`config.mk`:
```
export PLATFORM = sky130hd
export DESIGN_NAME = urm_tail
export DESIGN_NICKNAME = d
export VERILOG_FILES = /design/src/sv/urm_pkg.sv /design/src/sv/urm_tail.sv
export SDC_FILE = /design/constraint.sdc
export NUM_CORES = 1
export LEC_CHECK = 0
export BUFFER_PORTS_ARGS = -buffer_cell sky130_fd_sc_hd__buf_2
export CORE_ASPECT_RATIO = 1.5
export CORE_MARGIN = 2
export CORE_UTILIZATION = 25
export CTS_BUF_LIST = sky130_fd_sc_hd__clkbuf_4 sky130_fd_sc_hd__clkbuf_8
export DETAILED_ROUTE_END_ITERATION = 12
export SETUP_SLACK_MARGIN = 0.05
export SYNTH_ARGS = -nofsm -noshare
export SYNTH_HDL_FRONTEND = slang
export SYNTH_SLANG_ARGS = --single-unit
```
`constraint.sdc`:
```
create_clock -name clk -period 3.6 [get_ports clk]
set_input_delay 0.18 -clock clk [delete_from_list [all_inputs] [get_ports clk]]
set_output_delay 0.18 -clock clk [all_outputs]
set_load 0.03 [all_outputs]
```
`src/sv/urm_pkg.sv`:
```
// shared types and constants for the unbiased range mapper
// no dependencies
package urm_pkg;

  localparam int unsigned WordW = 64;
  localparam int unsigned CfgIdxW = 2;

  typedef logic [CfgIdxW-1:0] cfg_idx_t;
  localparam cfg_idx_t REG_RANGE_LOW  = cfg_idx_t'(0);
  localparam cfg_idx_t REG_RANGE_HIGH = cfg_idx_t'(1);

  typedef logic [WordW-1:0] word_t;

  // what travels from one divider cell to the next
  typedef struct packed {
    logic  valid;
    word_t word;
    word_t rem;
  } cell_bus_t;

  // range facts derived from the configuration registers
  typedef struct packed {
    logic  low_gt_high;
    logic  span_zero;
    logic  non_pow2;
    word_t span;
    word_t low;
  } range_info_t;

endpackage

```
`src/sv/urm_tail.sv`:
```
// end of the chain: rejection test, special ranges and the output register
// depends on urm_pkg
module urm_tail (
  input  logic                clk,
  input  logic                rst,
  input  logic                advance,
  input  urm_pkg::range_info_t info,
  input  urm_pkg::cell_bus_t  din,
  output logic                out_valid,
  output urm_pkg::word_t      value,
  output logic                status
);
  import urm_pkg::*;

  logic  a_valid;
  word_t a_word;
  word_t a_rem;
  word_t a_base;

  logic [WordW:0] top_sum;
  logic           reject;
  logic           out_valid_next;
  word_t          value_next;
  logic           status_next;

  always_ff @(posedge clk) begin
    if (rst) begin
      a_valid <= 1'b0;
    end else if (advance) begin
      a_valid <= din.valid;
    end
    if (advance) begin
      a_word <= din.word;
      a_rem  <= din.rem;
      a_base <= din.word - din.rem;
    end
  end

  // word falls in the last incomplete bucket when the next multiple overflows
  always_comb begin
    top_sum = {1'b0, a_base} + {1'b0, info.span};
    reject  = info.non_pow2 && top_sum[WordW];
    status_next = 1'b0;
    out_valid_next = a_valid;
    if (info.low_gt_high) begin
      value_next  = '0;
      status_next = 1'b1;
    end else if (info.span_zero) begin
      value_next = a_word;
    end else begin
      value_next = a_rem + info.low;
      out_valid_next = a_valid && !reject;
    end
  end

  always_ff @(posedge clk) begin
    if (rst) begin
      out_valid <= 1'b0;
    end else if (advance) begin
      out_valid <= out_valid_next;
    end
    if (advance) begin
      value  <= value_next;
      status <= status_next;
    end
  end

endmodule

```
======== Word-level counts from Yosys, hierarchy flattened ========
Cells that the tools add are included.
word-level totals
  register bits after elaboration ......... 259
  latch bits .............................. 0
  memory bits (writable) .................. 0
  memory bits (read-only) ................. 0
  bits of input ports ..................... 263
  output and inout port bits .............. 66
  word-level logic and storage cells ...... 17
  memories ................................ 0
operators by class
  add/subtract/negate cells ............... 3
  $mul .................................... 0
  div/mod/pow operators ................... 0
  magnitude comparators ................... 0
  equal/unequal tests ..................... 0
  shifts and indexed selects .............. 0
  multiplexer cells ....................... 4
  bitwise logic cells ..................... 0
  reductions and logical operators ........ 3
operators with widths
  cell                                       count
  64-bit by 64-bit adder with 65-bit output  1
  64-bit adder                               1
  64-bit 2-to-1 mux                          1
  64-bit subtractor                          1
  1-bit 2-to-1 mux                           3
  1-bit logical AND                          2
  1-bit zero test                            1

======== Logic depth before layout (Yosys ltp) ========
  depth in word-level cells ............... 6
  depth in mapped cells ................... 14

======== Least setup slack after synthesis ========
Ideal clock, no wire load.
  kind .................................... reg2reg
  start point ............................. reg a_rem[0]
  end point ............................... reg value[62], data pin
  data arrival time ....................... 2990 ps
  slack ................................... 474 ps
  stages on the path, launching flop included .. 15
  buffers on the path ..................... 0
  clock period less this slack ............ 3126 ps
  cell sequence ........................... edfxtp_1 > ha_1 > inv_1 > fa_1 > nor2b_1 > o2111ai_1 > a21oi_1 > nor3_1 > a211o_1 > a2111o_1 > nand2_2 > o21ai_2 > o221a_4 > or4_1 > nand3_1
between the ends
  cells in the longest elaborated chain, start to end .. 2
RTL lines
  element                 line            RTL
  from (decl)             urm_tail.sv:17  word_t a_rem;
  from (signal assigned)  urm_tail.sv:34  a_rem <= din.rem;
  64-bit adder            urm_tail.sv:51  value_next = a_rem + info.low;
  64-bit 2-to-1 mux       urm_tail.sv:48  end else if (info.span_zero) begin
  to (signal assigned)    urm_tail.sv:63  value <= value_next;
  to (decl)               urm_tail.sv:10  output urm_pkg::word_t value,
No other way between the ends.
A chain may end at the register's enable or synchronous reset.

======== Worst setup path after layout ========
Ends and elaborated chain as after synthesis.

==> reports/metrics.csv <==
metric,value,unit
fin_skew,0.0212,ns
cts_sinks,259,
start_kind,flip-flop,
ant_nets,0,
synth_area,0.0175,mm^2
totalWireLength,66.2,mm
placed_area,0.0206,mm^2
run_status,"complete, no violations",
avgSynthCellArea,10.0,um^2
dp_hpwl,52.6,mm
fillers,7091,
synth_cell_type_count,76,
place_ws,-0.116,ns
regToRegSetupSlack,0.09,ns
tns,0,ns
maxCapViolations,0,
r2r-end,value[62],
drv_slew,0,
hp-class,primary input to flip-flop,
grt_max_degree,106,
place_inst,2988,
gr-usage-all-layers,0.179,
areaGrowthSynthToFinish,31.8,%
overflow,0,
fp-row-count,118,
yosysWarningCount,0,
fin_area,0.0230,mm^2
grt_use_met2,0.309,
core_area,0.0691,mm^2
ioPinCount,329,
gp_congestion,0.938,
setup_slack,0.0925,ns
synth_flop_cell,edfxtp_1,
r2r_cells,14,
power_density,421,mW/mm^2
die_area,0.0721,mm^2
finalCritPeriodShare,0.974,
clk_pin_slew,0.07,ns
drive_above_1_share,0.230,
final_cell_mix,"326 x buf_2, 257 x edfxtp_1, 194 x a21oi_1",
timing.final.hold_violations,0,
grt_pass1_wl,95.9,mm
dr.first_iter.drc_count,962,
dieWidth,220,um
timing.final.crit_period,3.51,ns
cp_data_arrival_time,3.95,ns
power,9690,uW
critPathMaxFanout,3,
synth_seq_cells,259,
busiest_layer,met2,
endpoint,value[62],
drcViolationCount,0,
vias,15591,
seq_area_frac_synth,0.444,
first_pass_iters,5,
min_path_cells,4,
portBuffers,328,
syn_nets,2194,
cts_tree,done,
r2r-start,a_rem[0],
dieHeight,328,um
grt_pass1_vias,15778,
htree_num_levels,2,
synth_edf_count,257,
avgViaCountPerCell,4.85,
initial_utilization,0.253,
cp-startpoint,a_rem[0],
cts_buffers,44,
cts-root-buf,clkbuf_8,
grt_use_met1,0.208,
wire_per_inst,20.6,um
worst_pin_slew,1.01,ns
grtUsageMet3,0.0259,
grt_setup_unrepaired,true,
relSlewSlack,0.322,
final_common_cell,buf_2,
worstSetupEndpointType,flip-flop,
required,4.04,ns
worstSetupPathType,flip-flop to flip-flop,
power_leakage,0.0100,uW
synthArstFlopShare,0,
worstSkewPairLatency,0.59,ns
antenna_found_initial,23,
clock.fmax,285,MHz
syn_inst,1740,
final_cells,3217,
clockBufferDepth,3,
fin_nets,2723,
ir_drop,0.222,mV
setup_viol,0,
[cells in the mapped netlist (all sizes together), types with 16 or more instances]
master    n  share of area
edfxtp  257           0.44
a21oi   203          0.059
ha      189           0.14
nor2    152          0.033
nand2   127          0.027
inv     101          0.022
o21ai    96          0.028
a21o     83          0.036
xnor2    65          0.033
xor2     52          0.026
nand4    50          0.018
clkbuf   38         0.0082
nor3     37          0.011
nor2b    31          0.011
nand3    26         0.0074
o21bai   22         0.0095
nand2b   19         0.0068
a31oi    16         0.0057
buf      16         0.0067
[flip-flops by register name, indices dropped and copies added, names as in the netlist]
register,count
a_valid,1
a_word,64
status,1
a_rem,64
value,64
out_valid,1
a_base,64
[layout make-up]
class / count / area [um^2] / share of cell area
Clock buffer: 58 / 729 / 0.0317
Timing Repair Buffer: 537 / 3560 / 0.155
Multi-Input combinational cell: 1326 / 9220 / 0.400
Sequential cell: 259 / 7760 / 0.337
Clock inverter: 23 / 220 / 0.00956
Inverter: 101 / 379 / 0.0165
Antenna cell: 13 / 32.5 / 0.00141
Tap cell: 900 / 1130 / 0.0489
[power by group]
group          internal, uW  total, uW  switching, uW
sequential             3710       3840            130
clock                  1620       2970           1340
combinational          1200       2880           1690
[worst max-delay path, cell delays in order, from the launching register on]
cell and delay (ns):
edfxtp_1 0.33, ha_2 0.18, inv_2 0.04, fa_2 0.39
nor2b_4 0.17, o2111ai_4 0.17, a21oi_4 0.19, nor3_2 0.07
a211o_1 0.37, a2111o_1 0.50, nand2_2 0.14, o21ai_4 0.08
o221a_4 0.25, or4_1 0.40, nand3_1 0.08
[cell families (layout without fill, tap and decap cells)]
logic type,Yosys count,count (layout),synth area share
buffers and inverters,155,719,0.0366
other,0,13,0
adders and majority gates,191,191,0.138
muxes,4,4,0.00229
DFF,259,259,0.444
and+or+nand+nor,491,491,0.133
AOI/OAI and AO/OA,523,523,0.187
xor gates and xnor gates,117,117,0.0587
[metrics by stage]
step	util	hold WS, ns
2_1_floorplan	-	0.252
3_3_place_gp	0.298	0.373
3_5_place_dp	0.298	0.375
4_1_cts	0.331	0.00390
5_1_grt	0.333	0.0639
6_report	0.333	0.0513
[per-layer routing]
metal	wire (um)	up-vias
li1	-	7546
met1	26100	7310
met2	32300	528
met3	3150	193
met4	4540	14
met5	93	-
[what timing repair did]
item	CTS	global route
gates resized for setup	4	28
setup buffers	0	4
pin swaps	3	22
hold buffers	131	0
hold endpoints to repair	131	0
setup endpoints to repair	3	22
[how the worst min path moves through the flow]
stage	endpoint	startpoint
after floorplan	a_valid	rst
after global placement	a_rem[34]	din[34]
after detailed placement	a_rem[5]	din[5]
after CTS	out_valid	info[128]
after global routing	value[0]	info[0]
final	out_valid	info[128]
No activity file was read; power rests on OpenSTA's default activity.
