===== src/sv/urm_pkg.sv =====
// shared types and constants for the unbiased range mapper
// no dependencies
package urm_pkg;

  localparam int unsigned WordW = 64;
  localparam int unsigned CfgIdxW = 2;

  typedef logic [CfgIdxW-1:0] cfg_idx_t;
  localparam cfg_idx_t REG_RANGE_LOW  = cfg_idx_t'(0);
  localparam cfg_idx_t REG_RANGE_HIGH = cfg_idx_t'(1);

  typedef logic [WordW-1:0] word_t;

  // what travels from one divider cell to the next
  typedef struct packed {
    logic  valid;
    word_t word;
    word_t rem;
  } cell_bus_t;

  // range facts derived from the configuration registers
  typedef struct packed {
    logic  low_gt_high;
    logic  span_zero;
    logic  non_pow2;
    word_t span;
    word_t low;
  } range_info_t;

endpackage


===== src/sv/urm_cell.sv =====
// one restoring-division cell: brings in one bit of the word, subtracts span if it fits
// depends on urm_pkg
module urm_cell #(
  parameter int unsigned BitIdx = 0
) (
  input  logic              clk,
  input  logic              rst,
  input  logic              advance,
  input  urm_pkg::word_t    span,
  input  urm_pkg::cell_bus_t din,
  output urm_pkg::cell_bus_t dout
);
  import urm_pkg::*;

  logic [WordW:0] shifted;
  logic [WordW:0] diff;
  word_t          rem_next;

  always_comb begin
    shifted = {din.rem, din.word[BitIdx]};
    diff    = shifted - {1'b0, span};
    if (shifted >= {1'b0, span}) begin
      rem_next = diff[WordW-1:0];
    end else begin
      rem_next = shifted[WordW-1:0];
    end
  end

  always_ff @(posedge clk) begin
    if (rst) begin
      dout.valid <= 1'b0;
    end else if (advance) begin
      dout.valid <= din.valid;
    end
    if (advance) begin
      dout.word <= din.word;
      dout.rem  <= rem_next;
    end
  end

endmodule


===== config.mk =====
export PLATFORM = sky130hd
export DESIGN_NAME = urm_cell
export DESIGN_NICKNAME = d
export VERILOG_FILES = /design/src/sv/urm_pkg.sv /design/src/sv/urm_cell.sv
export SDC_FILE = /design/constraint.sdc
export NUM_CORES = 1
export LEC_CHECK = 0
export BUFFER_PORTS_ARGS = -buffer_cell sky130_fd_sc_hd__buf_2
export CORE_UTILIZATION = 50
export CTS_CLUSTER_SIZE = 25
export DETAILED_ROUTE_END_ITERATION = 6
export PLACE_DENSITY = 0.82
export SLEW_MARGIN = 10
export SYNTH_ARGS = -nofsm -noshare
export SYNTH_HDL_FRONTEND = slang
export SYNTH_SLANG_ARGS = --single-unit

===== constraint.sdc =====
create_clock -name clk -period 5.5 [get_ports clk]
set_input_delay 0 -clock clk [delete_from_list [all_inputs] [get_ports clk]]
set_output_delay 0 -clock clk [all_outputs]
set_load 0.02 [all_outputs]

# Word level (Yosys, flattened, before mapping)
# Index checks and enable logic that the tools add are counted.
# Widths: inputs -> output; s select.
[totals] register_bits=129 inputBits=196 out_inout_bits=129 wordCells=6
[op_classes] n_addsub=1 n_lt_le_gt_ge=1 muxes=1
[ops] cell="$ge 65x64->1" n=1
[ops] cell="$mux 64" n=1
[ops] cell="$sub 64x64->64" n=1

# Logic depth before layout (Yosys ltp)
[depth] ltp_word=2 ltp_mapped=14 ltp_nobuf=13

# Least setup slack after synthesis
# OpenSTA, ideal clock, no wires.
[synth_path] path_type="input-to-reg" start="in din[64] in the netlist's numbering" end="reg dout[52] in the netlist's numbering (data pin)" setup_ns=0.264 arrival_time_ns=2.420 slack_ns=2.816 path_stages=13 path_buffers=0 path_cell_list="inv_1 -> ha_1 -> inv_1 -> fa_1 -> a21o_1 -> a221oi_4 -> o221ai_2 -> a2111oi_4 -> nor2_2 -> a21oi_1 -> o31ai_2 -> a311oi_1 -> nor3_1"
[synth_via] elab_chain_len=2 word_cells_on_any_way=3 cone_classes="1 x add/sub; 1 x order compare; 1 x mux"
[synth_rtl] element="from (decl)" line_no="urm_cell.sv:10" source="input urm_pkg::cell_bus_t din,"
[synth_rtl] element="$sub 64x64->64 / $ge 65x64->1 (equally long branches)" line_no="urm_cell.sv:21, urm_cell.sv:22"
[synth_rtl] element="$mux 64 *" line_no="urm_cell.sv:22" source="if (shifted >= {1'b0, span}) begin"
[synth_rtl] element="via rem_next[52]" line_no="urm_cell.sv:17" source="word_t rem_next;"
[synth_rtl] element="to (decl)" line_no="urm_cell.sv:11" source="output urm_pkg::cell_bus_t dout"
# Mark *: on every way through the listed nets, which the timed path passes. The rest lies on a longest branch.
# A chain may end at the register's enable or synchronous reset.

# Worst setup path in the final report
[layout_path] start="in din[51] in the netlist's numbering" end="reg dout[1] in the netlist's numbering (data pin)"
[layout_via] elab_chain_len=2
[layout_rtl] element="$ge 65x64->1" line_no="urm_cell.sv:22"
[layout_rtl] element="$mux 64" line_no="urm_cell.sv:22"
[layout_rtl] element="via rem_next[1]" line_no="urm_cell.sv:17"
# The timed path passes the listed nets, and every way through them passes these cells.

==> impl_metrics.env <==
export IMPL_largest_register_ff_count=129
export IMPL_numPlacedInstances=1452
export IMPL_max_slew_margin_vs_limit=0.3050
export IMPL_timing_fmax_mhz=285.1
export IMPL_slew_viol_final=0
export IMPL_synth_ff_latch_count=129
export IMPL_timing_hold_worst_class="in -> reg"
export IMPL_detailed_route_wire_length_per_cell_um=19.35
export IMPL_synth_enable_flop_cells=128
export IMPL_worstPathRequired_ps=5680
export IMPL_initial_antenna_violation_count=4
export IMPL_syn_area_sq_mm=0.008991
export IMPL_cts_tree="done"
export IMPL_numCtsBuffers=17
export IMPL_wl_um=31270
export IMPL_grt_overflow=0
export IMPL_io_buffers=324
export IMPL_die_area_sq_mm=0.01852
export IMPL_fin_crit_sh=0.6378
export IMPL_synthDistinctLibCells=83
export IMPL_routed_via_density=5.689
export IMPL_setup_tns_ps=0
export IMPL_cts_repair_timing_setup_buffer_count=0
export IMPL_post_dp_hpwl_um=21260
export IMPL_cell_area_power_density_mw_per_mm2=282.2
export IMPL_synth_flop_cell="sky130_fd_sc_hd__edfxtp_1"
export IMPL_drtAntennaViolNets=0
export IMPL_cts_root_buf="sky130_fd_sc_hd__clkbuf_16"
export IMPL_num_io_pins=325
export IMPL_core_area_sq_mm=0.01742
export IMPL_arrival_ps=3680
export IMPL_clockBufferDepth=2
export IMPL_clk_latency_ps=420
export IMPL_layout_top_registers="dout x129"
export IMPL_die_w_um=136.1
export IMPL_area_used_by_multi_input_combinational_logic_sq_mm=0.004608
export IMPL_grt_start_max_net_pins=75
export IMPL_layout_skew_ps=0
export IMPL_placement_rows=48
export IMPL_numClockSinks=129
export IMPL_gp_congestion=0.8971
export IMPL_ys_async_sr_fraction=0
export IMPL_fraction_of_the_yosys_area_taken_by_sequential_cells=0.4297
export IMPL_layout_nets=1634
export IMPL_chipHeight_um=136.1
export IMPL_max_vdd_ir_drop_v=0.0002222
export IMPL_synth_fp_nets=1204
export IMPL_final_instance_count_excl_fill=1616
export IMPL_unrepaired_setup_endpoints_after_global_routing="no"
export IMPL_synthCells=943
export IMPL_area_sequential_sq_mm=0.003864
export IMPL_power_leakage_nw=5.696
export IMPL_timing_setup_critical_path_class="in -> reg"
export IMPL_ys_warnings_count=0
export IMPL_vias_in_the_first_global_route=8992
export IMPL_global_route_usage_total=0.3327
export IMPL_area_growth_pct=40.37
export IMPL_cp_max_fo=56
export IMPL_crit_path_end_kind="flip-flop"
export IMPL_min_period_ps=3508
export IMPL_run_status="finished, final reports clean"
export IMPL_start_util=0.5162
export IMPL_drcViolationCount=0
export IMPL_detail_route_first_pass_iterations=5
export IMPL_timing_final_setup_violations=0
export IMPL_layout_cells_most_common_list="323 x sky130_fd_sc_hd__buf_2, 128 x sky130_fd_sc_hd__edfxtp_1, 127 x sky130_fd_sc_hd__dlygate4sd3_1"
export IMPL_via_count=9194
export IMPL_cts_htree_levels=4
export IMPL_cts_repair_resize_count=0
export IMPL_layout_drive_gt1_share=0.2850
export IMPL_max_slew_worst_pin_slew_ps=1043
export IMPL_wire_length_of_the_first_global_routing_pass_um=46930
export IMPL_drt_initial_drc_count=769
export IMPL_path_clk_slew_ps=60
export IMPL_drv_cap=0
export IMPL_cts_hold_repair_buffers=127
export IMPL_syn_area_per_cell_sq_um=9.535
export IMPL_final_hold_viol_count=0
export IMPL_layout_cells_most_common="sky130_fd_sc_hd__buf_2"
export IMPL_largest_register="dout"
export IMPL_fillCellCount=1280
export IMPL_crit_path_start_kind="input pin"
path summary, 6_finish.rpt:
path / from / endpoint / slack, ps / cells past startpoint
worst max-delay path: din[51] / dout[1]$_DFFE_PP_ / 1990 / 12
worst min-delay path: din[54] / dout[55]$_DFFE_PP_ / 30 / 3
worst max register to register: dout[128]$_SDFFE_PP0P_ / dout[128]$_SDFFE_PP0P_ / 4280 / 3
worst min register to register: dout[128]$_SDFFE_PP0P_ / dout[128]$_SDFFE_PP0P_ / 1100 / 3
synth_stat cells, types with 4 or more instances:
master / n / area share
sky130_fd_sc_hd__nor2_1: 47 / 0.020
sky130_fd_sc_hd__o31ai_2: 4 / 0.0056
sky130_fd_sc_hd__a21o_1: 27 / 0.023
sky130_fd_sc_hd__nand3_1: 13 / 0.0072
sky130_fd_sc_hd__o21ai_0: 72 / 0.040
sky130_fd_sc_hd__inv_1: 84 / 0.035
sky130_fd_sc_hd__o21a_1: 9 / 0.0075
sky130_fd_sc_hd__or2_2: 5 / 0.0035
sky130_fd_sc_hd__xnor2_1: 30 / 0.029
sky130_fd_sc_hd__a31oi_1: 10 / 0.0070
sky130_fd_sc_hd__o21ai_1: 15 / 0.0083
sky130_fd_sc_hd__clkbuf_1: 20 / 0.0083
sky130_fd_sc_hd__o211ai_1: 5 / 0.0042
sky130_fd_sc_hd__o21bai_1: 19 / 0.016
sky130_fd_sc_hd__and3_1: 8 / 0.0056
sky130_fd_sc_hd__xor2_1: 20 / 0.019
sky130_fd_sc_hd__ha_1: 64 / 0.089
sky130_fd_sc_hd__nand2_1: 117 / 0.049
sky130_fd_sc_hd__buf_2: 18 / 0.010
sky130_fd_sc_hd__o31ai_1: 4 / 0.0033
sky130_fd_sc_hd__nand2b_1: 4 / 0.0028
sky130_fd_sc_hd__nor3_1: 19 / 0.011
sky130_fd_sc_hd__nor2b_1: 8 / 0.0056
sky130_fd_sc_hd__edfxtp_1: 128 / 0.43
sky130_fd_sc_hd__nand4_1: 20 / 0.014
sky130_fd_sc_hd__a21oi_1: 76 / 0.042
sky130_fd_sc_hd__a211oi_1: 4 / 0.0033
critical path, stage by stage:
cell and delay [ps]:
sky130_fd_sc_hd__dlygate4sd3_1 530, sky130_fd_sc_hd__buf_2 130, sky130_fd_sc_hd__ha_1 400, sky130_fd_sc_hd__a21oi_1 260, sky130_fd_sc_hd__o21ai_1 190, sky130_fd_sc_hd__a221oi_1 370
sky130_fd_sc_hd__o21ai_1 170, sky130_fd_sc_hd__a221oi_1 420, sky130_fd_sc_hd__a211oi_2 180, sky130_fd_sc_hd__nor2_4 120, sky130_fd_sc_hd__buf_4 480, sky130_fd_sc_hd__mux2_2 400
report_power, final:
part	switching (mW)	internal, mW	leakage, nW
combinational	0.657	0.425	4.14
sequential	0.0375	1.23	1.26
clock	0.489	0.723	0.294
total	1.18	2.38	5.70
metal layers:
layer | vias to the layer above | share of wire | global-route usage
met3 | 78 | 0.074 | 0.05630
met4 | 0 | 0.035 | 0.1432
met2 | 456 | 0.51 | 0.5990
li1 | 4322 | - | -
met5 | - | 0 | 0
met1 | 4338 | 0.38 | 0.3860
logic make-up after synthesis:
family | after synthesis | synth area share
adders and majority gates | 65 | 0.09129
xor gates and xnor gates | 50 | 0.04871
buffers and inverters | 128 | 0.05831
muxes | 8 | 0.009602
and+or+nand+nor | 267 | 0.1437
DFF | 129 | 0.4297
AOI/OAI and AO/OA | 296 | 0.2186
metrics by stage:
stage          hold slack, ps  utilization  setup slack [ps]  power [mW]  area, sq um
2_1_floorplan           72.38            -              2817       1.925         8991
3_3_place_gp            158.5       0.6157              2270       2.245        10720
3_5_place_dp            167.1       0.6157              2233       2.260        10720
5_1_grt                 44.66       0.7244              1771       3.693        12620
6_report                32.25       0.7246              1992       3.561        12620
4_1_cts                 5.024       0.7239              2112       3.524        12610
final cells by class:
cell class	instances	area share
Antenna cell	5	0.0009914
Inverter	85	0.02528
Timing Repair Buffer	454	0.2315
Multi-Input combinational cell	686	0.3651
Sequential cell	129	0.3061
Tap cell	225	0.02231
Clock buffer	18	0.03400
Clock inverter	14	0.01467
Note: power is estimated with default switching activity, not from simulation.
